**config.mk**
```make
export PLATFORM = sky130hd
export DESIGN_NAME = mbrm_queue
export DESIGN_NICKNAME = d
export VERILOG_FILES = /design/src/design/mbrm_pkg.sv /design/src/design/mbrm_queue.sv
export SDC_FILE = /design/constraint.sdc
export NUM_CORES = 1
export LEC_CHECK = 0
export BUFFER_PORTS_ARGS = -buffer_cell sky130_fd_sc_hd__buf_2
export CAP_MARGIN = 20
export CORE_ASPECT_RATIO = 0.75
export CORE_MARGIN = 2
export CORE_UTILIZATION = 45
export DETAILED_ROUTE_END_ITERATION = 8
export PLACE_DENSITY = 0.65
export SLEW_MARGIN = 20
export SYNTH_ARGS = -nofsm -noshare
export SYNTH_HDL_FRONTEND = slang
export SYNTH_SLANG_ARGS = --single-unit
export TNS_END_PERCENT = 1
```
**constraint.sdc**
```tcl
create_clock -name clock -period 10.4 [get_ports clock]
set_input_delay 1.56 -clock clock [delete_from_list [all_inputs] [get_ports clock]]
set_output_delay 1.56 -clock clock [all_outputs]
set_load 0.01 [all_outputs]
```
**src/design/mbrm_pkg.sv**
```systemverilog
// Package for the Modbus TCP read master: codes, field types and the
// command record passed from the front end to the request serializer.
`default_nettype none
package mbrm_pkg;
   localparam logic [1:0] MODE_RX   = 2'd0;
   localparam logic [1:0] MODE_TICK = 2'd1;
   localparam logic [1:0] MODE_SEND = 2'd2;
   localparam logic [1:0] MODE_READ = 2'd3;

   localparam logic [1:0] KIND_TX      = 2'd0;
   localparam logic [1:0] KIND_STATUS  = 2'd1;
   localparam logic [1:0] KIND_READ    = 2'd2;
   localparam logic [1:0] KIND_TIMEOUT = 2'd3;

   localparam logic [2:0] ST_OK        = 3'd0;
   localparam logic [2:0] ST_SHORT     = 3'd1;
   localparam logic [2:0] ST_EXCEPTION = 3'd2;
   localparam logic [2:0] ST_UNEXPECT  = 3'd3;
   localparam logic [2:0] ST_BADCOUNT  = 3'd4;

   localparam logic [2:0] CSR_UNIT    = 3'd0;
   localparam logic [2:0] CSR_FIRST   = 3'd1;
   localparam logic [2:0] CSR_QTY     = 3'd2;
   localparam logic [2:0] CSR_TIMEOUT = 3'd3;
   localparam logic [2:0] CSR_GAP     = 3'd4;

   localparam logic [7:0] FUNC_READ_HOLDING = 8'h03;
   localparam logic [8:0] FRAME_MAX = 9'd511;
   localparam logic [8:0] HDR_LEN   = 9'd9;
   localparam int         REQ_BYTES = 12;

   typedef struct packed {
      logic [2:0] status;
      logic [7:0] detail;
   } frame_status_type;

   // One result slot from the front end; a send item carries its request fields.
   typedef struct packed {
      logic [1:0]  kind;
      logic [2:0]  status;
      logic [7:0]  detail_code;
      logic [15:0] reg_value;
      logic        in_range;
      logic [6:0]  stored_count;
      logic [15:0] trans_id;
      logic [7:0]  unit_addr;
      logic [15:0] first_register;
      logic [15:0] register_quantity;
   } cmd_type;
endpackage
`default_nettype wire

```
**src/design/mbrm_queue.sv**
```systemverilog
// Short command queue between the front end and the back end.
// Depends on mbrm_pkg.
`default_nettype none
module mbrm_queue #(
   parameter int DEPTH_LOG2 = 2
) (
   input  wire logic             clock,
   input  wire logic             reset,
   input  wire logic             push,
   input  wire mbrm_pkg::cmd_type push_data,
   output logic                  room3,
   input  wire logic             pop,
   output logic                  not_empty,
   output mbrm_pkg::cmd_type     head
);
   import mbrm_pkg::*;
   localparam int DEPTH = 1 << DEPTH_LOG2;
   cmd_type mem_ff [DEPTH];
   logic [DEPTH_LOG2-1:0] wr_ff, wr_in, rd_ff, rd_in;
   logic [DEPTH_LOG2:0]   cnt_ff, cnt_in;

   always_comb begin
      wr_in  = wr_ff + DEPTH_LOG2'(push);
      rd_in  = rd_ff + DEPTH_LOG2'(pop);
      cnt_in = cnt_ff + (DEPTH_LOG2+1)'(push) - (DEPTH_LOG2+1)'(pop);
   end
   assign not_empty = cnt_ff != '0;
   assign head      = mem_ff[rd_ff];
   // At least three free entries remain.
   assign room3     = cnt_ff <= (DEPTH_LOG2+1)'(DEPTH - 3);

   always_ff @(posedge clock) begin
      if (reset) begin
         wr_ff <= '0; rd_ff <= '0; cnt_ff <= '0;
      end else begin
         wr_ff <= wr_in; rd_ff <= rd_in; cnt_ff <= cnt_in;
      end
      if (push) mem_ff[wr_ff] <= push_data;
   end

   a_no_overflow: assert property (@(posedge clock) disable iff (reset)
      push && !pop |-> cnt_ff != (DEPTH_LOG2+1)'(DEPTH)) else $error("queue overflow");
   a_no_underflow: assert property (@(posedge clock) disable iff (reset)
      pop |-> not_empty) else $error("queue underflow");
   a_count: assert property (@(posedge clock) disable iff (reset)
      cnt_ff <= (DEPTH_LOG2+1)'(DEPTH)) else $error("queue count out of range");
endmodule
`default_nettype wire

```
==> metrics.yaml <==
sta:
  relSlewSlack_pct: 43.16
  tightest_slew_ns: 0.8526
  min_period_ns: 4.267
  final-hold-violation-count: 0
  rsz0062_at_grt: "false"
  post-route-period-util_pct: 41.03
  clock_skew_ns: 0.009863
  tns_ns: 0
  setup-violations-final: 0
  fmax_mhz: 234.4
  drv_slew: 0
clocking:
  clk_pin_slew_worst_paths_ns: 0.06
  cts_setup_buffers: 0
  cts-root-buf: "clkbuf_16"
  postCtsHoldBufs: 0
  clk_latency_ns: 0.53
  cts_buffer_depth: 3
  cts_resized: 0
  clkSinkCount: 379
  cts_tree: "done"
  h-tree-depth: 2
  cts_buffers: 37
job:
  drv_cap: 0
pwr:
  p_leak_nw: 5.479
  irDropWorstVdd_uv: 157.1
  power_density_mw_per_mm2: 207.6
global_route:
  grt_pass1_wl_mm: 39.94
  antenna_found_initial: 6
  grt_use_total_pct: 16.72
  grt_pass1_vias: 6976
  overflow: 0
  grt_max_degree: 50
floorplan:
  initial_core_util_pct: 45.72
  die_area_sq_mm: 0.03206
  core.rowCount: 55
  pin_count: 192
  core-area_sq_mm: 0.03014
  fp.dieW_um: 206.1
  die_h_um: 155.6
final_layout:
  stdcell_count: 1174
  utilization_pct: 54.35
  fin_area_sq_mm: 0.01638
  syn2layout_area_growth_pct: 18.87
  final_nets: 846
  final_layout_size_suffix_gt1_share_pct: 45.71
synth:
  syn_nets: 627
  synth-main-ff-cell: "edfxtp_1"
  synth-edff-count: 372
  synthDistinctLibCells: 19
  syn-mean-instance-area_sq_um: 26.35
  yosys_register_bits: 379
  yosysSeqAreaShare_pct: 82.07
  yosysWarnings: 0
  synth.largest_area_cell: "edfxtp_1"
  synthArstFlopShare_pct: 0
  syn_inst: 523
  netlist.area_leader.share_pct: 81.05
  synth_area_sq_mm: 0.01378
  ys_top_cells_by_area: "edfxtp_1, mux4_2, dfxtp_1, buf_6, ha_1"
route:
  avgViaCountPerCell: 5.307
  vias: 6230
  post-route-drc-count: 0
  drtIter0Drc: 373
  routed_wl_mm: 25.97
  drtPass1Iterations: 6
  routedWlPerCell_um: 22.12
  ant_nets: 0
setup_path:
  crit_fanout: 48
  cp_slowest_stage_delay_ns: 0.81
  cp_slowest_cell: "dfxtp_4"
  worstPathRequired_ns: 8.84
  cp.arrival_ns: 2.71
  cp-start-kind: "register"
  crit_type: "reg -> out"
  worstPathCellList: "buf_4, mux4_2, buf_2"
  worst_setup_path_end_kind: "output pin"
placed_design:
  portBuffers: 191
  placed_cells: 1102
  dp_hpwl_mm: 15.67
  postPlaceCellArea_sq_mm: 0.01518
  place.gp.congestion: 0.7280
worst_hold_path:
  hp-class: "reg -> reg"
outcome:
  status: "completed"
-- final cells by class --
type / instances / area, sq um
clock inverter: 21 / 183.9
sequential: 379 / 11320
antenna: 5 / 12.51
fill: 2279 / 13760
multi-input combinational: 119 / 2323
inverter: 5 / 18.77
tap: 399 / 499.2
clock buffer: 46 / 1002
timing repair buffer: 200 / 1023
-- synth_stat cells (all sizes together) (2+ instances only) --
library cell  instances
edfxtp              372
mux4                 93
buf                  20
dfxtp                 7
ha                    6
inv                   5
nor2                  5
nor2b                 4
nand2                 3
xnor2                 2
-- final timing paths --
check                                         start                 endpoint  slack, ns  cells past startpoint
worst min register to register  wr_ff[1]$_SDFF_PP0_      wr_ff[1]$_SDFF_PP0_       0.61                      2
worst min-delay path            wr_ff[1]$_SDFF_PP0_      wr_ff[1]$_SDFF_PP0_       0.61                      2
worst max register to register  wr_ff[0]$_SDFF_PP0_  mem_ff[1][73]$_DFFE_PP_       7.96                      2
worst max-delay path            rd_ff[1]$_SDFF_PP0_                 head[45]       6.13                      3
-- metrics by stage --
| step | power (mW) | setup WS, ns | hold slack [ns] |
|---|---|---|---|
| finish | 3.401 | 6.133 | 0.6081 |
| global route | 3.529 | 5.913 | 0.6451 |
| CTS | 3.443 | 6.023 | 0.6101 |
| detailed placement | 2.146 | 6.587 | 0.5914 |
| global placement | 2.129 | 6.647 | 0.5593 |
| floorplan | 2.013 | 1.482 | 0.5238 |
-- per-layer routing --
layer / global-route usage (%) / up-vias / wire length (um)
li1: - / 2701 / -
met1: 21.50 / 3287 / 10390
met2: 27.07 / 190 / 12670
met3: 5.911 / 48 / 2317
met4: 4.932 / 4 / 565
met5: 0 / - / 26
-- state kept, by name, summed over array words and instances (netlist names) --
name and count:
wr_ff 2, mem_ff 372, cnt_ff 3, rd_ff 2
-- worst max-delay path: cells and delay by family (launching register included) --
kind	cells	cell delay, ns
muxes	1	0.44
buffers and inverters	2	0.87
DFF	1	0.81
-- placed cells by master (no fill, tap or decap) --
cell type / Yosys / routed
ha_1: 6 / 6
nor2_4: 0 / 1
nand2_1: 3 / 3
inv_1: 5 / 5
dfxtp_1: 7 / 5
dfxtp_4: 0 / 2
a22o_1: 1 / 1
fa_1: 1 / 1
buf_2: 9 / 191
bufinv_16: 0 / 3
clkinvlp_4: 0 / 2
inv_6: 0 / 1
xnor2_1: 2 / 2
clkinv_1: 0 / 7
diode_2: 0 / 5
and3b_4: 0 / 1
nor3b_2: 0 / 1
clkbuf_1: 0 / 7
buf_4: 1 / 9
clkbuf_16: 0 / 39
nor2b_1: 4 / 4
nor2_1: 5 / 4
edfxtp_1: 372 / 372
xor2_1: 1 / 1
and3_4: 0 / 1
clkinv_4: 0 / 1
mux4_2: 93 / 93
clkinv_2: 0 / 7
-- cell families after synthesis --
kind of cell | synth area share [%]
flops | 82.07
mux | 15.20
buf+inv | 1.226
simple gates | 0.5629
fa+ha+maj | 0.6900
xor+xnor | 0.1907
compound gates | 0.06356
-- where the power goes --
part / internal, mW / total (mW) / switching, mW
Clock: 0.761 / 1.29 / 0.534
Sequential: 1.76 / 1.78 / 0.0274
Combinational: 0.148 / 0.322 / 0.174
Note: power is estimated with default switching activity, not from simulation.
