[src/design/mbrm_pkg.sv]
// Package for the Modbus TCP read master: codes, field types and the
// command record passed from the front end to the request serializer.
`default_nettype none
package mbrm_pkg;
   localparam logic [1:0] MODE_RX   = 2'd0;
   localparam logic [1:0] MODE_TICK = 2'd1;
   localparam logic [1:0] MODE_SEND = 2'd2;
   localparam logic [1:0] MODE_READ = 2'd3;

   localparam logic [1:0] KIND_TX      = 2'd0;
   localparam logic [1:0] KIND_STATUS  = 2'd1;
   localparam logic [1:0] KIND_READ    = 2'd2;
   localparam logic [1:0] KIND_TIMEOUT = 2'd3;

   localparam logic [2:0] ST_OK        = 3'd0;
   localparam logic [2:0] ST_SHORT     = 3'd1;
   localparam logic [2:0] ST_EXCEPTION = 3'd2;
   localparam logic [2:0] ST_UNEXPECT  = 3'd3;
   localparam logic [2:0] ST_BADCOUNT  = 3'd4;

   localparam logic [2:0] CSR_UNIT    = 3'd0;
   localparam logic [2:0] CSR_FIRST   = 3'd1;
   localparam logic [2:0] CSR_QTY     = 3'd2;
   localparam logic [2:0] CSR_TIMEOUT = 3'd3;
   localparam logic [2:0] CSR_GAP     = 3'd4;

   localparam logic [7:0] FUNC_READ_HOLDING = 8'h03;
   localparam logic [8:0] FRAME_MAX = 9'd511;
   localparam logic [8:0] HDR_LEN   = 9'd9;
   localparam int         REQ_BYTES = 12;

   typedef struct packed {
      logic [2:0] status;
      logic [7:0] detail;
   } frame_status_type;

   // One result slot from the front end; a send item carries its request fields.
   typedef struct packed {
      logic [1:0]  kind;
      logic [2:0]  status;
      logic [7:0]  detail_code;
      logic [15:0] reg_value;
      logic        in_range;
      logic [6:0]  stored_count;
      logic [15:0] trans_id;
      logic [7:0]  unit_addr;
      logic [15:0] first_register;
      logic [15:0] register_quantity;
   } cmd_type;
endpackage
`default_nettype wire

[src/design/mbrm_if.sv]
// Valid/ready channel interfaces for the request and result sides.
// Depends on nothing.
`default_nettype none


interface mbrm_rsp_if;
   logic        valid;
   logic        ready;
   logic [1:0]  kind;
   logic [7:0]  tx_byte;
   logic        last;
   logic [2:0]  status;
   logic [7:0]  detail_code;
   logic [15:0] reg_value;
   logic        in_range;
   logic [6:0]  stored_count;
   modport source (output valid, kind, tx_byte, last, status, detail_code, reg_value,
                   in_range, stored_count, input ready);
   modport sink   (input valid, kind, tx_byte, last, status, detail_code, reg_value,
                   in_range, stored_count, output ready);
endinterface
`default_nettype wire

[src/design/mbrm_back.sv]
// Back end: expands queued commands into result transactions.
// Depends on mbrm_pkg.
`default_nettype none
module mbrm_back (
   input  wire logic          clock,
   input  wire logic          reset,
   input  wire logic          not_empty,
   input  wire mbrm_pkg::cmd_type head,
   output logic               pop,
   mbrm_rsp_if.source         rsp
);
   import mbrm_pkg::*;
   logic [3:0] idx_ff, idx_in;
   logic       multi;
   logic [7:0] txb;

   assign multi = head.kind == KIND_TX;
   always_comb begin
      case (idx_ff)
         4'd0:  txb = head.trans_id[15:8];
         4'd1:  txb = head.trans_id[7:0];
         4'd5:  txb = 8'd6;
         4'd6:  txb = head.unit_addr;
         4'd7:  txb = FUNC_READ_HOLDING;
         4'd8:  txb = head.first_register[15:8];
         4'd9:  txb = head.first_register[7:0];
         4'd10: txb = head.register_quantity[15:8];
         4'd11: txb = head.register_quantity[7:0];
         default: txb = 8'd0;
      endcase
   end

   always_comb begin
      rsp.valid = not_empty;
      rsp.kind = head.kind;
      rsp.tx_byte = multi ? txb : 8'd0;
      rsp.last = multi && idx_ff == 4'(REQ_BYTES - 1);
      rsp.status = head.status;
      rsp.detail_code = head.detail_code;
      rsp.reg_value = head.reg_value;
      rsp.in_range = head.in_range;
      rsp.stored_count = head.stored_count;
      pop = 1'b0; idx_in = idx_ff;
      if (not_empty && rsp.ready) begin
         if (!multi || idx_ff == 4'(REQ_BYTES - 1)) begin
            pop = 1'b1; idx_in = '0;
         end else idx_in = idx_ff + 4'd1;
      end
   end

   always_ff @(posedge clock) begin
      if (reset) idx_ff <= '0;
      else idx_ff <= idx_in;
   end

   a_idx: assert property (@(posedge clock) disable iff (reset)
      idx_ff < 4'(REQ_BYTES)) else $error("byte index out of range");
   a_idx_only_tx: assert property (@(posedge clock) disable iff (reset)
      idx_ff != '0 |-> not_empty && multi) else $error("index left over");
   a_pop_last: assert property (@(posedge clock) disable iff (reset)
      pop && multi |-> rsp.last) else $error("request popped early");
endmodule
`default_nettype wire

[src/flat_wrapper.sv]
// flat-port wrapper written by rule: the top's interface ports become plain ports
module mbrm_back_flat import mbrm_pkg::*;
  (clock, reset, not_empty, head, pop, rsp_valid, rsp_kind, rsp_tx_byte, rsp_last, rsp_status, rsp_detail_code, rsp_reg_value, rsp_in_range, rsp_stored_count, rsp_ready);
  mbrm_rsp_if rsp_i ();
  input  wire logic clock;
  input  wire logic reset;
  input  wire logic not_empty;
  input  wire mbrm_pkg::cmd_type head;
  output logic pop;
  output wire logic [$bits(rsp_i.valid)-1:0] rsp_valid;
  output wire logic [$bits(rsp_i.kind)-1:0] rsp_kind;
  output wire logic [$bits(rsp_i.tx_byte)-1:0] rsp_tx_byte;
  output wire logic [$bits(rsp_i.last)-1:0] rsp_last;
  output wire logic [$bits(rsp_i.status)-1:0] rsp_status;
  output wire logic [$bits(rsp_i.detail_code)-1:0] rsp_detail_code;
  output wire logic [$bits(rsp_i.reg_value)-1:0] rsp_reg_value;
  output wire logic [$bits(rsp_i.in_range)-1:0] rsp_in_range;
  output wire logic [$bits(rsp_i.stored_count)-1:0] rsp_stored_count;
  input wire logic [$bits(rsp_i.ready)-1:0] rsp_ready;
  assign rsp_valid = rsp_i.valid;
  assign rsp_kind = rsp_i.kind;
  assign rsp_tx_byte = rsp_i.tx_byte;
  assign rsp_last = rsp_i.last;
  assign rsp_status = rsp_i.status;
  assign rsp_detail_code = rsp_i.detail_code;
  assign rsp_reg_value = rsp_i.reg_value;
  assign rsp_in_range = rsp_i.in_range;
  assign rsp_stored_count = rsp_i.stored_count;
  assign rsp_i.ready = rsp_ready;
  mbrm_back u_core (.clock(clock), .reset(reset), .not_empty(not_empty), .head(head), .pop(pop), .rsp(rsp_i));
endmodule
[config.mk]
export PLATFORM = sky130hd
export DESIGN_NAME = mbrm_back_flat
export DESIGN_NICKNAME = d
export VERILOG_FILES = /design/src/design/mbrm_pkg.sv /design/src/design/mbrm_if.sv /design/src/design/mbrm_back.sv /design/src/flat_wrapper.sv
export SDC_FILE = /design/constraint.sdc
export NUM_CORES = 1
export LEC_CHECK = 0
export ABC_CLOCK_PERIOD_IN_PS = 1650
export BUFFER_PORTS_ARGS = -buffer_cell sky130_fd_sc_hd__clkbuf_2
export CELL_PAD_IN_SITES_DETAIL_PLACEMENT = 0
export CELL_PAD_IN_SITES_GLOBAL_PLACEMENT = 1
export CORE_ASPECT_RATIO = 0.6
export CORE_MARGIN = 2
export CORE_UTILIZATION = 19
export CTS_BUF_LIST = sky130_fd_sc_hd__clkbuf_16
export DETAILED_ROUTE_END_ITERATION = 10
export PLACE_DENSITY = 0.81
export SETUP_SLACK_MARGIN = 0.15
export SLEW_MARGIN = 40
export SYNTH_ARGS = -nofsm -noshare
export SYNTH_HDL_FRONTEND = slang
export SYNTH_SLANG_ARGS = --single-unit
export TNS_END_PERCENT = 100
[constraint.sdc]
create_clock -name clock -period 1.65 [get_ports clock]
set_input_delay 0.0825 -clock clock [delete_from_list [all_inputs] [get_ports clock]]
set_output_delay 0.0825 -clock clock [all_outputs]
set_load 0.01 [all_outputs]
==> results summary <==
The run finished, with violations left. The final reports fail on negative setup slack. After detailed placement, the design holds a cell count of 274. The DRC violations left is 0. After clock tree synthesis, the clock-pin slew on the worst setup and hold paths is 0.03 ns.

Synthesis produced a netlist with a net count of 254. In the final layout, the registers with the most flip-flops are u_core.idx_ff (4). The mapped netlist covers 0.00111 mm².

The required arrival time at the worst endpoint came out at 1.57 ns. The clock drives 4 sinks. buf_4 takes more of the synthesized area than any other cell. More flip-flops sit in one register than any other, and that register is u_core.idx_ff. The highest achievable clock rate is 542 MHz. Walking the worst path, the cells encountered are inv_4 > ha_4 > buf_12 > buf_4 > o311ai_4 > buf_12 > a311oi_2 > buf_2. The number of buffers between clock root and the deepest sink came out at 2.

Global routing consumed, over all layers together, 11.9% of the routing resources. The fraction of the cycle the final worst path needs is 112%. The distinct cell type count after synthesis is 38. The final setup violation count came out at 8. The die is 103 µm wide. Once placement finished, the instance area stood at 0.00138 mm².

The sequential cells in the finished layout cover a total of 87.6 µm². The post-detailed-route via-to-cell ratio is 4.59. The clock period minus final worst setup slack came out at 1.85 ns. The total clock buffers created by CTS is 3. The count of antenna diodes in the layout is 0. The first-pass iteration count of the detailed router came out at 4.

The height of the die came out at 63.3 µm. The worst setup path is launched from a register. TritonCTS built the clock tree. The total count of max-transition violations in the final report came out at 0. Summed over all cells, the static leakage comes to 0.000734 µW. Yosys attributes the largest share of cell area to buf_4 26%, dfxtp_1 7.2%, a21oi_1 6.3%, nor2_1 4.7%, ha_1 4.5%.

The final worst slack came out at -0.196 ns. The starting density of the core is 19.8%. Before CTS, the worst setup slack after placement is -0.0871 ns.

Setup repair after global routing could not meet its margin everywhere. The total global routing overflow is 0. The final instance count without filler cells is 285. The worst setup path is of the register to output pin kind. The cell family contributing the most delay on the critical path is buffers and inverters. On the final layout, the worst hold slack is 0.0777 ns.

The count of pins on the block boundary came out at 145. The number of buffers inserted by port buffering is 74. The count of maximum capacitance violations came out at 0. The die covers 0.00651 mm². The proportion of register bits with asynchronous set or reset after synthesis is 0%. The worst pin sits at a relative slew slack of 75.9%.

The largest stage delay on the critical path is 0.39 ns. The total power density per cell area is 412 mW/mm². The setup clock skew after layout came out at 0.00235 ns. The number of nets at the end of the flow is 308. The clock insertion delay at the later pin of the skew report came out at 0.23 ns. The placeable core region came out at 0.00562 mm². The largest voltage drop on the vdd net came out at 0.315 mV. By instance count, the cell type seen most on the critical path is buf_12. The number of fill cells in the layout is 625.

The layout cell share with drive strength beyond 1 came out at 62.4%. Among all flip-flop cells after synthesis, the most frequent one is dfxtp_1. The per-cell routed wire length is 15.1 µm. The routability-driven placement congestion ratio came out at 0.778. The floorplan has 21 rows. Detailed placement ended at an HPWL of 3270 µm. The worst-path maximum fanout is 9. Dividing the synthesized area by the synthesized cell count gives 7.28 µm².

The layout overhead on the synthesized area is 50.9%. The synthesized instance count came out at 153. At the worst endpoint, the arrival time is 1.76 ns. The commonest cells after synthesis are 39 x buf_4, 14 x a21oi_1, 14 x nor2_1. The total via count in the routed design is 1309.

The most used standard cell by instance count after synthesis is buf_4. The flip-flop count of the largest register after layout came out at 4. Entering global routing, the biggest net connects 25 pins. In this run, synthesis produced a sequential element count of 4. The H-tree depth is 1. The register area share after synthesis is 7.19%.

The area used by multi-input combinational logic is 757 µm². The buffer cell driving the clock tree root is clkbuf_16. The measured slew at the worst slew-check pin came out at 0.360 ns. The number of warnings reported in the yosys synthesis log came out at 0. The via count of the first global-routing pass is 1172.

The final hold violation count came to 0. The count of nets left with antenna violations once routing finished came out at 0. The buffer and inverter count on the worst path is 5. The first routing iteration left 54 violations. The initial antenna violation count is 0. The first-pass GRT wire length is 5940 µm. The routed design has 4310 µm of wire. The count of hold-fix buffers inserted at cts is 0. In this run the worst hold path is classified as input pin to register. The area of all placed cells without fillers is 0.00168 mm². The number of synthesized flops with an enable pin came out at 0. After synthesis, the largest area contributor takes up 26.3% of total cell area. The slowest stage of the critical path is the dfxtp_4 cell.

STA classifies the critical path endpoint as an output pin.
-- final cells by class --
cell class	count	share of cell area (%)
Multi-Input combinational cell	94	45.0
Timing Repair Buffer	99	37.9
Tap cell	80	5.96
Sequential cell	4	5.21
Clock buffer	3	4.47
Inverter	5	1.41
-- path summary, 6_finish.rpt --
kind	startpoint	to	slack, ns	depth (start not counted)
setup / recovery	u_core.idx_ff[1]	rsp_tx_byte[6]	-0.20	8
hold / removal	reset	u_core.idx_ff[1]	0.08	2
setup reg to reg	u_core.idx_ff[0]	u_core.idx_ff[1]	0.24	7
hold reg to reg	u_core.idx_ff[0]	u_core.idx_ff[0]	0.63	3
-- power by group --
group          switching (µW)  total, µW  internal [µW]
Clock                    72.6        383            310
Sequential               2.20       97.8           95.6
Combinational            92.3        211            119
-- layout by cell type (no fill, tap or decap), types with 2 or more instances in the layout --
cell       count
inv_4          2
nor2_1        13
clkbuf_2      72
a311oi_1       2
buf_6          3
ha_4           4
a31oi_1        4
nor2_2         3
dfxtp_4        2
a221oi_1       2
a221oi_2       3
clkbuf_16      4
a311oi_2       2
a22oi_1        5
o21ai_1        2
a21oi_1       14
inv_2          2
nand2_1       10
a222oi_1       4
dfxtp_1        2
nand3_1        6
buf_2          2
buf_4         17
nand3b_1       2
buf_12         4
-- metrics by stage --
step                setup TNS (ns)  total power (µW)  util (%)
floorplan                        0               268         -
global placement            -0.115               282      24.5
detailed placement          -0.393               283      24.5
CTS                          -1.20               695      29.2
global route                 -1.89               726      29.9
finish                       -1.39               692      29.9
-- worst register-to-register path: cells and delay by family, from the launching register on --
kind,cells,cell delay [ns]
AO/OA/AOI/OAI,2,0.32
buffers and inverters,3,0.39
adder cells (fa/ha/maj),1,0.19
flip-flops,1,0.37
AND/OR/NAND/NOR,1,0.07
-- cell families (layout without fill, tap and decap cells) --
kind of cell | Yosys count | after routing | share of synthesized area, %
buf+inv | 55 | 107 | 35.2
compound gates | 47 | 47 | 33.6
simple gates | 41 | 41 | 17.6
fa+ha+maj | 4 | 4 | 4.49
flops | 4 | 4 | 7.19
mux | 2 | 2 | 1.91
-- what timing repair did --
item	CTS	global route
endpoints found under the setup margin	12	9
resized for setup	26	4
pin swaps	10	2
endpoints found under the hold margin	0	0
setup buffers	6	1
cloned	0	1
-- routing by layer --
metal / GRT usage (%) / wire length [µm]
met5: 0 / 0
met4: 3.78 / 31
met3: 2.66 / 336
met2: 18.1 / 1880
met1: 16.6 / 2060
(Power assumes the default switching activity.)
