[config.mk]
export PLATFORM = sky130hd
export DESIGN_NAME = mbrm_front
export DESIGN_NICKNAME = d
export VERILOG_FILES = /design/src/design/mbrm_pkg.sv /design/src/design/mbrm_front.sv
export SDC_FILE = /design/constraint.sdc
export NUM_CORES = 2
export LEC_CHECK = 0
export BUFFER_PORTS_ARGS = -buffer_cell sky130_fd_sc_hd__buf_2
export CAP_MARGIN = 25
export CORE_MARGIN = 4
export CORE_UTILIZATION = 40
export DETAILED_ROUTE_END_ITERATION = 10
export PLACE_DENSITY_LB_ADDON = 0.12
export SLEW_MARGIN = 0
export SYNTH_ARGS = -nofsm -noshare
export SYNTH_HDL_FRONTEND = slang
export SYNTH_SLANG_ARGS = --single-unit
[constraint.sdc]
create_clock -name clock -period 13.4 [get_ports clock]
set_input_delay 0.67 -clock clock [delete_from_list [all_inputs] [get_ports clock]]
set_output_delay 0.67 -clock clock [all_outputs]
set_load 0.02 [all_outputs]
[src/design/mbrm_pkg.sv]
// Package for the Modbus TCP read master: codes, field types and the
// command record passed from the front end to the request serializer.
`default_nettype none
package mbrm_pkg;
   localparam logic [1:0] MODE_RX   = 2'd0;
   localparam logic [1:0] MODE_TICK = 2'd1;
   localparam logic [1:0] MODE_SEND = 2'd2;
   localparam logic [1:0] MODE_READ = 2'd3;

   localparam logic [1:0] KIND_TX      = 2'd0;
   localparam logic [1:0] KIND_STATUS  = 2'd1;
   localparam logic [1:0] KIND_READ    = 2'd2;
   localparam logic [1:0] KIND_TIMEOUT = 2'd3;

   localparam logic [2:0] ST_OK        = 3'd0;
   localparam logic [2:0] ST_SHORT     = 3'd1;
   localparam logic [2:0] ST_EXCEPTION = 3'd2;
   localparam logic [2:0] ST_UNEXPECT  = 3'd3;
   localparam logic [2:0] ST_BADCOUNT  = 3'd4;

   localparam logic [2:0] CSR_UNIT    = 3'd0;
   localparam logic [2:0] CSR_FIRST   = 3'd1;
   localparam logic [2:0] CSR_QTY     = 3'd2;
   localparam logic [2:0] CSR_TIMEOUT = 3'd3;
   localparam logic [2:0] CSR_GAP     = 3'd4;

   localparam logic [7:0] FUNC_READ_HOLDING = 8'h03;
   localparam logic [8:0] FRAME_MAX = 9'd511;
   localparam logic [8:0] HDR_LEN   = 9'd9;
   localparam int         REQ_BYTES = 12;

   typedef struct packed {
      logic [2:0] status;
      logic [7:0] detail;
   } frame_status_type;

   // One result slot from the front end; a send item carries its request fields.
   typedef struct packed {
      logic [1:0]  kind;
      logic [2:0]  status;
      logic [7:0]  detail_code;
      logic [15:0] reg_value;
      logic        in_range;
      logic [6:0]  stored_count;
      logic [15:0] trans_id;
      logic [7:0]  unit_addr;
      logic [15:0] first_register;
      logic [15:0] register_quantity;
   } cmd_type;
endpackage
`default_nettype wire

[src/design/mbrm_front.sv]
// Front end: frame assembly, frame check, timeout and register bank.
// Depends on mbrm_pkg.
`default_nettype none
module mbrm_front (
   input  wire logic              clock,
   input  wire logic              reset,
   input  wire logic              accept,
   input  wire logic [1:0]        mode,
   input  wire logic [7:0]        rx_byte,
   input  wire logic [6:0]        read_index,
   input  wire logic [7:0]        unit_addr,
   input  wire logic [15:0]       first_register,
   input  wire logic [15:0]       register_quantity,
   input  wire logic [15:0]       reply_timeout,
   input  wire logic [7:0]        gap_limit,
   output logic                   push,
   output mbrm_pkg::cmd_type      push_data,
   output logic                   push2,
   output mbrm_pkg::cmd_type      push2_data
);
   import mbrm_pkg::*;
   logic [15:0] tid_ff, tid_in;
   logic [8:0]  len_ff, len_in;
   logic        open_ff, open_in;
   logic [7:0]  gap_ff, gap_in, func_ff, func_in, count_ff, count_in, high_ff, high_in;
   logic        bank_ff, bank_in, await_ff, await_in;
   logic [6:0]  live_ff, live_in;
   logic [15:0] wait_ff, wait_in;
   logic [15:0] bank_mem [256];
   logic        mem_we;
   logic [7:0]  mem_waddr;
   logic [15:0] mem_wdata;
   // Read pipeline: one stage holding the registered RAM data.
   logic        rd_v_ff;
   logic        rd_inr_ff;
   logic [6:0]  rd_cnt_ff;
   logic [15:0] rd_data_ff;
   frame_status_type fst;
   logic        close, tmo;
   logic [8:0]  d;
   logic [15:0] wait_inc;
   cmd_type     c_a, c_b;

   always_comb begin
      fst = '{status: ST_OK, detail: 8'd0};
      if (len_ff < HDR_LEN) fst.status = ST_SHORT;
      else if (func_ff != FUNC_READ_HOLDING) begin
         if (func_ff[7]) fst = '{status: ST_EXCEPTION, detail: count_ff};
         else            fst = '{status: ST_UNEXPECT, detail: func_ff};
      end else if (count_ff[0] || len_ff < HDR_LEN + {1'b0, count_ff})
         fst.status = ST_BADCOUNT;
   end

   always_comb begin
      tid_in = tid_ff; len_in = len_ff; open_in = open_ff; gap_in = gap_ff;
      func_in = func_ff; count_in = count_ff; high_in = high_ff; bank_in = bank_ff;
      await_in = await_ff; live_in = live_ff; wait_in = wait_ff;
      mem_we = 1'b0; mem_waddr = '0; mem_wdata = {high_ff, rx_byte};
      close = 1'b0; tmo = 1'b0; d = len_ff - HDR_LEN;
      wait_inc = wait_ff + 16'(wait_ff != 16'hFFFF);
      if (accept) begin
         case (mode)
            MODE_RX: begin
               gap_in = '0;
               open_in = 1'b1;
               if (!open_ff) begin
                  len_in = 9'd1;
               end else begin
                  if (len_ff == 9'd7) func_in = rx_byte;
                  else if (len_ff == 9'd8) count_in = rx_byte;
                  else if (len_ff >= HDR_LEN) begin
                     if (!d[0]) high_in = rx_byte;
                     else if ({1'b0, d[8:1]} < {2'b0, count_ff[7:1]} && d[8:1] < 8'd128) begin
                        mem_we = 1'b1;
                        mem_waddr = {~bank_ff, d[7:1]};
                     end
                  end
                  if (len_ff != FRAME_MAX) len_in = len_ff + 9'd1;
               end
            end
            MODE_TICK: begin
               if (open_ff) begin
                  if (gap_ff >= gap_limit) begin
                     close = 1'b1;
                     open_in = 1'b0; len_in = '0; gap_in = '0;
                     if (fst.status == ST_OK) begin
                        bank_in = ~bank_ff;
                        live_in = count_ff[7:1];
                     end
                  end else gap_in = gap_ff + 8'd1;
               end
               if (await_ff && !(close && fst.status == ST_OK)) begin
                  wait_in = wait_inc;
                  if (wait_inc >= reply_timeout) begin
                     tmo = 1'b1;
                  end
               end
               if (close && fst.status == ST_OK) await_in = 1'b0;
               if (tmo) await_in = 1'b0;
            end
            MODE_SEND: begin
               tid_in = tid_ff + 16'd1; await_in = 1'b1; wait_in = '0;
            end
            default: ;
         endcase
      end
   end

   // Bank write and the registered read for the current read item.
   always_ff @(posedge clock) begin
      if (mem_we) bank_mem[mem_waddr] <= mem_wdata;
      rd_data_ff <= bank_mem[{bank_ff, read_index}];
      rd_inr_ff  <= read_index < live_ff;
      rd_cnt_ff  <= live_ff;
   end

   always_ff @(posedge clock) begin
      if (reset) begin
         tid_ff <= 16'd1; len_ff <= '0; open_ff <= 1'b0; gap_ff <= '0;
         func_ff <= '0; count_ff <= '0; high_ff <= '0; bank_ff <= 1'b0;
         await_ff <= 1'b0; live_ff <= '0; wait_ff <= '0; rd_v_ff <= 1'b0;
      end else begin
         tid_ff <= tid_in; len_ff <= len_in; open_ff <= open_in; gap_ff <= gap_in;
         func_ff <= func_in; count_ff <= count_in; high_ff <= high_in; bank_ff <= bank_in;
         await_ff <= await_in; live_ff <= live_in; wait_ff <= wait_in;
         rd_v_ff <= accept && mode == MODE_READ;
      end
   end

   // Registered command slots: close and timeout may both come from one tick.
   always_comb begin
      c_a = '0; c_b = '0;
      c_a.trans_id = tid_ff; c_a.unit_addr = unit_addr;
      c_a.first_register = first_register; c_a.register_quantity = register_quantity;
      if (close) begin
         c_a.kind = KIND_STATUS; c_a.status = fst.status; c_a.detail_code = fst.detail;
      end else if (tmo) c_a.kind = KIND_TIMEOUT;
      else c_a.kind = KIND_TX;
      c_b.kind = KIND_TIMEOUT;
   end

   logic    p1_ff, p2_ff;
   cmd_type c1_ff, c2_ff;
   always_ff @(posedge clock) begin
      if (reset) begin
         p1_ff <= 1'b0; p2_ff <= 1'b0;
      end else begin
         p1_ff <= accept && (close || tmo || mode == MODE_SEND);
         p2_ff <= close && tmo;
      end
      c1_ff <= c_a; c2_ff <= c_b;
   end

   // A read result comes in the cycle after its item, so it never meets a tick result.
   always_comb begin
      push = p1_ff || rd_v_ff;
      push_data = c1_ff;
      if (rd_v_ff) begin
         push_data = '0;
         push_data.kind = KIND_READ;
         push_data.in_range = rd_inr_ff;
         push_data.stored_count = rd_cnt_ff;
         push_data.reg_value = rd_inr_ff ? rd_data_ff : 16'd0;
      end
      push2 = p2_ff;
      push2_data = c2_ff;
   end

   a_exclusive: assert property (@(posedge clock) disable iff (reset)
      !(p1_ff && rd_v_ff)) else $error("read and tick result collide");
   a_pair: assert property (@(posedge clock) disable iff (reset)
      p2_ff |-> p1_ff) else $error("second slot without first");
   a_send_waits: assert property (@(posedge clock) disable iff (reset)
      accept && mode == MODE_SEND |=> await_ff) else $error("send did not arm wait");
endmodule
`default_nettype wire

==> impl_metrics.env <==
export IMPL_synthMuxAreaShare_pct=16.30
export IMPL_p_leak_nw=66.74
export IMPL_cp_cell_sequence="inv_1, ha_1, nand2b_1, a211oi_1, xor2_1, ha_1, a21o_1, a211oi_1, o2111a_1, nand3_4, buf_4, nor2_1, buf_4"
export IMPL_synth_simple_area_share_pct=2.268
export IMPL_crit_required_ns=14.07
export IMPL_critPathSlowestCell="nor2_1"
export IMPL_final_cell_area_um2=190500
export IMPL_status="complete, no violations"
export IMPL_dpl_worst_slack_ns=6.710
export IMPL_first_iter_violations=7729
export IMPL_power_density_nw_per_um2=145.7
export IMPL_grt_use_met3_pct=2.810
export IMPL_cts_tree="yes"
export IMPL_synth_compound_area_share_pct=2.494
export IMPL_irDropWorstVdd_mv=0.1092
export IMPL_track_usage_pct=21.04
export IMPL_grt_pass1_vias=82971
export IMPL_slew_headroom_pct=21.96
export IMPL_routed_via_density=5.610
export IMPL_final_nets=8786
export IMPL_period_share_pct=40.32
export IMPL_reg2reg_depth=13
export IMPL_rows=236
export IMPL_die_area_um2=424900
export IMPL_timing_final_crit_period_ns=5.403
export IMPL_setup_slack_ns=7.997
export IMPL_grt_busiest_layer="met2"
export IMPL_overflow=0
export IMPL_synth_ff_type="edfxtp_1"
export IMPL_crit_path_end_kind="flop"
export IMPL_drv_cap=0
export IMPL_ant_nets=0
export IMPL_die_h_um=651.9
export IMPL_cp_arrival_ns=6.07
export IMPL_netlist_area_um2=165800
export IMPL_setup_violations=0
export IMPL_slew_viol_final=0
export IMPL_first_pass_iters=6
export IMPL_synthArstFlopShare_pct=0
export IMPL_avgSynthCellArea_um2=20.92
export IMPL_start_util_pct=40.14
export IMPL_via_count=81503
export IMPL_yosysWarnings=0
export IMPL_syn2layout_area_growth_pct=14.87
export IMPL_critical_path_class="reg2reg"
export IMPL_port_buffers=178
export IMPL_grt_pass1_wl_um=641800
export IMPL_ctsResizeCount=0
export IMPL_ys_seq_elements=4275
export IMPL_fin_skew_ns=0.09803
export IMPL_yosysTopAreaCellShare_pct=74.18
export IMPL_grt_max_degree=172
export IMPL_hold_depth=1
export IMPL_cts_inserted_buffers=450
export IMPL_core_area_um2=413100
export IMPL_ys_types=60
export IMPL_fmax_mhz=185.1
export IMPL_cts_max_level=5
export IMPL_synth_largest_area_cell="edfxtp_1"
export IMPL_io_pins=272
export IMPL_use_met1_pct=29.10
export IMPL_ys_seq_area_share_pct=76.34
export IMPL_gp_congestion=0.7876
export IMPL_synthTopCellsByArea="edfxtp_1, mux4_2, mux2i_1, dfxtp_1, o22ai_1"
export IMPL_hp_class="in2reg"
export IMPL_wirelength_um=453900
export IMPL_final_hold_viol_count=0
export IMPL_grt_use_met2_pct=35.50
export IMPL_synth_fa_ha_area_share_pct=0.3999
export IMPL_clk_path_buf_depth=4
export IMPL_slowest_delay_ns=0.76
export IMPL_die_w_um=651.9
export IMPL_worstMarginPinSlew_ns=1.171
export IMPL_tns_ns=0
export IMPL_root_buffer="clkbuf_16"
export IMPL_antenna_found_initial=20
export IMPL_synth_xor_area_share_pct=0.2588
export IMPL_clk_latency_ns=1.00
export IMPL_p_total_mw=27.75
export IMPL_routedWlPerCell_um=31.24
export IMPL_drive_gt1_share_pct=26.47
export IMPL_drc=0
export IMPL_nFillCells=34565
export IMPL_critPathLaunchType="flop"
export IMPL_synth_top_family_by_area="multiplexers"
export IMPL_final_util_pct=46.11
export IMPL_rsz0062_at_grt="no"
export IMPL_cts_clk_slew_worst_paths_ns=0.06
export IMPL_cts_sinks=4275
export IMPL_synth_edf_count=4096
export IMPL_hpwl_um=263300
export IMPL_syn_instance_count=7925
export IMPL_critPathMaxFanout=24
export IMPL_dpl_instance_area_um2=175300
worst max-delay path: cells and delay by family (launching register included):
family | cells | cell delay [ns]
xor+xnor | 1 | 0.51
flops | 1 | 0.44
simple gates | 3 | 1.43
compound gates | 4 | 1.03
fa+ha+maj | 2 | 0.56
buf+inv | 3 | 1.06
metal layers:
layer	vias to the layer above	part of all wire, %	routed length (um)
li1	34222	-	-
met5	-	0.0075	34
met1	44337	42	192800
met2	2394	50	226400
met4	6	2.5	11160
met3	544	5.2	23470
path summary, 6_finish.rpt:
kind / to / start / slack, ns
worst max-delay path: bank_mem[82][8] / len_ff[0] / 8.00
worst min-delay path: bank_mem[50][2] / rx_byte[2] / 0.10
worst max register to register: bank_mem[82][8] / len_ff[0] / 8.00
worst min register to register: rd_cnt_ff[0] / live_ff[0] / 0.37
per-stage QoR:
step / std cells / hold slack [ns]
floorplan: 8016 / 0.3390
global placement: 13588 / 0.3585
detailed placement: 13613 / 0.3559
CTS: 14499 / 0.01800
global route: 14519 / 0.06375
finish: 14528 / 0.1022
cell type report:
class                   count  area (um2)  area share (%)
repair buffers            716        5560           2.919
clock buffers             569       11880           6.238
diodes                     14       35.03         0.01839
flip-flops and latches   4275      126600           66.47
clock inverters           274        2641           1.387
inverters                  51       198.9          0.1044
well taps                5474        6849           3.596
multi-input cells        3155       36690           19.26
cell usage after synthesis (12+ instances only):
master,number
a2111oi_0,124
a211oi_1,38
a21o_1,17
a21oi_1,55
a22o_1,28
a22oi_1,20
and2_1,18
and3_1,30
buf_1,44
buf_2,86
buf_4,161
buf_6,39
clkbuf_1,205
dfxtp_1,179
edfxtp_1,4096
ha_1,53
inv_1,50
mux2_2,128
mux2i_1,550
mux4_2,892
nand2_1,150
nand2b_1,30
nand3_1,29
nand4_1,13
nor2_1,358
nor2b_1,78
nor3_1,12
nor4_1,34
o211ai_1,18
o21ai_0,21
o22ai_1,252
or3_1,12
xnor2_1,30
xor2_1,19
cells in the final DEF (no fill, tap or decap), types with 53 or more instances in the layout:
cell type / netlist / layout
edfxtp_1: 4096 / 4096
mux4_2: 892 / 892
mux2i_1: 550 / 550
clkbuf_16: 0 / 453
buf_4: 161 / 450
nor2_1: 358 / 335
o22ai_1: 252 / 252
buf_2: 86 / 170
dfxtp_1: 179 / 169
nand2_1: 150 / 148
mux2_2: 128 / 128
clkinv_1: 0 / 112
clkbuf_1: 205 / 105
a2111oi_0: 124 / 94
conb_1: 2 / 93
clkinv_2: 0 / 78
nor2b_1: 78 / 76
ha_1: 53 / 53
state kept, by name, indices dropped and copies added, names as in the netlist:
name,flops
bank_mem,4096
c1_ff,69
rd_data_ff,16
tid_ff,16
wait_ff,16
len_ff,9
count_ff,8
func_ff,8
gap_ff,8
high_ff,8
live_ff,7
rd_cnt_ff,7
await_ff,1
bank_ff,1
open_ff,1
p1_ff,1
push2,1
rd_inr_ff,1
rd_v_ff,1
kinds of logic (layout without fill, tap and decap cells):
logic type / Yosys count / in the layout
adders and majority gates: 53 / 53
other: 2 / 107
DFF: 4275 / 4275
and+or+nand+nor: 799 / 799
xor gates and xnor gates: 49 / 49
buffers and inverters: 586 / 1610
AOI/OAI and AO/OA: 591 / 591
muxes: 1570 / 1570
report_power, final:
part | switching (mW) | internal [mW] | leakage, nW
clock | 5.18 | 7.08 | 7.06
combinational | 0.606 | 0.327 | 16.0
sequential | 0.0215 | 14.5 | 43.7
what timing repair did:
item                       CTS  global route
setup buffers                0             0
hold endpoints to repair    42             0
hold buffers                43             0
setup endpoints to repair    0             0
No activity file was read; power rests on OpenSTA's default activity.
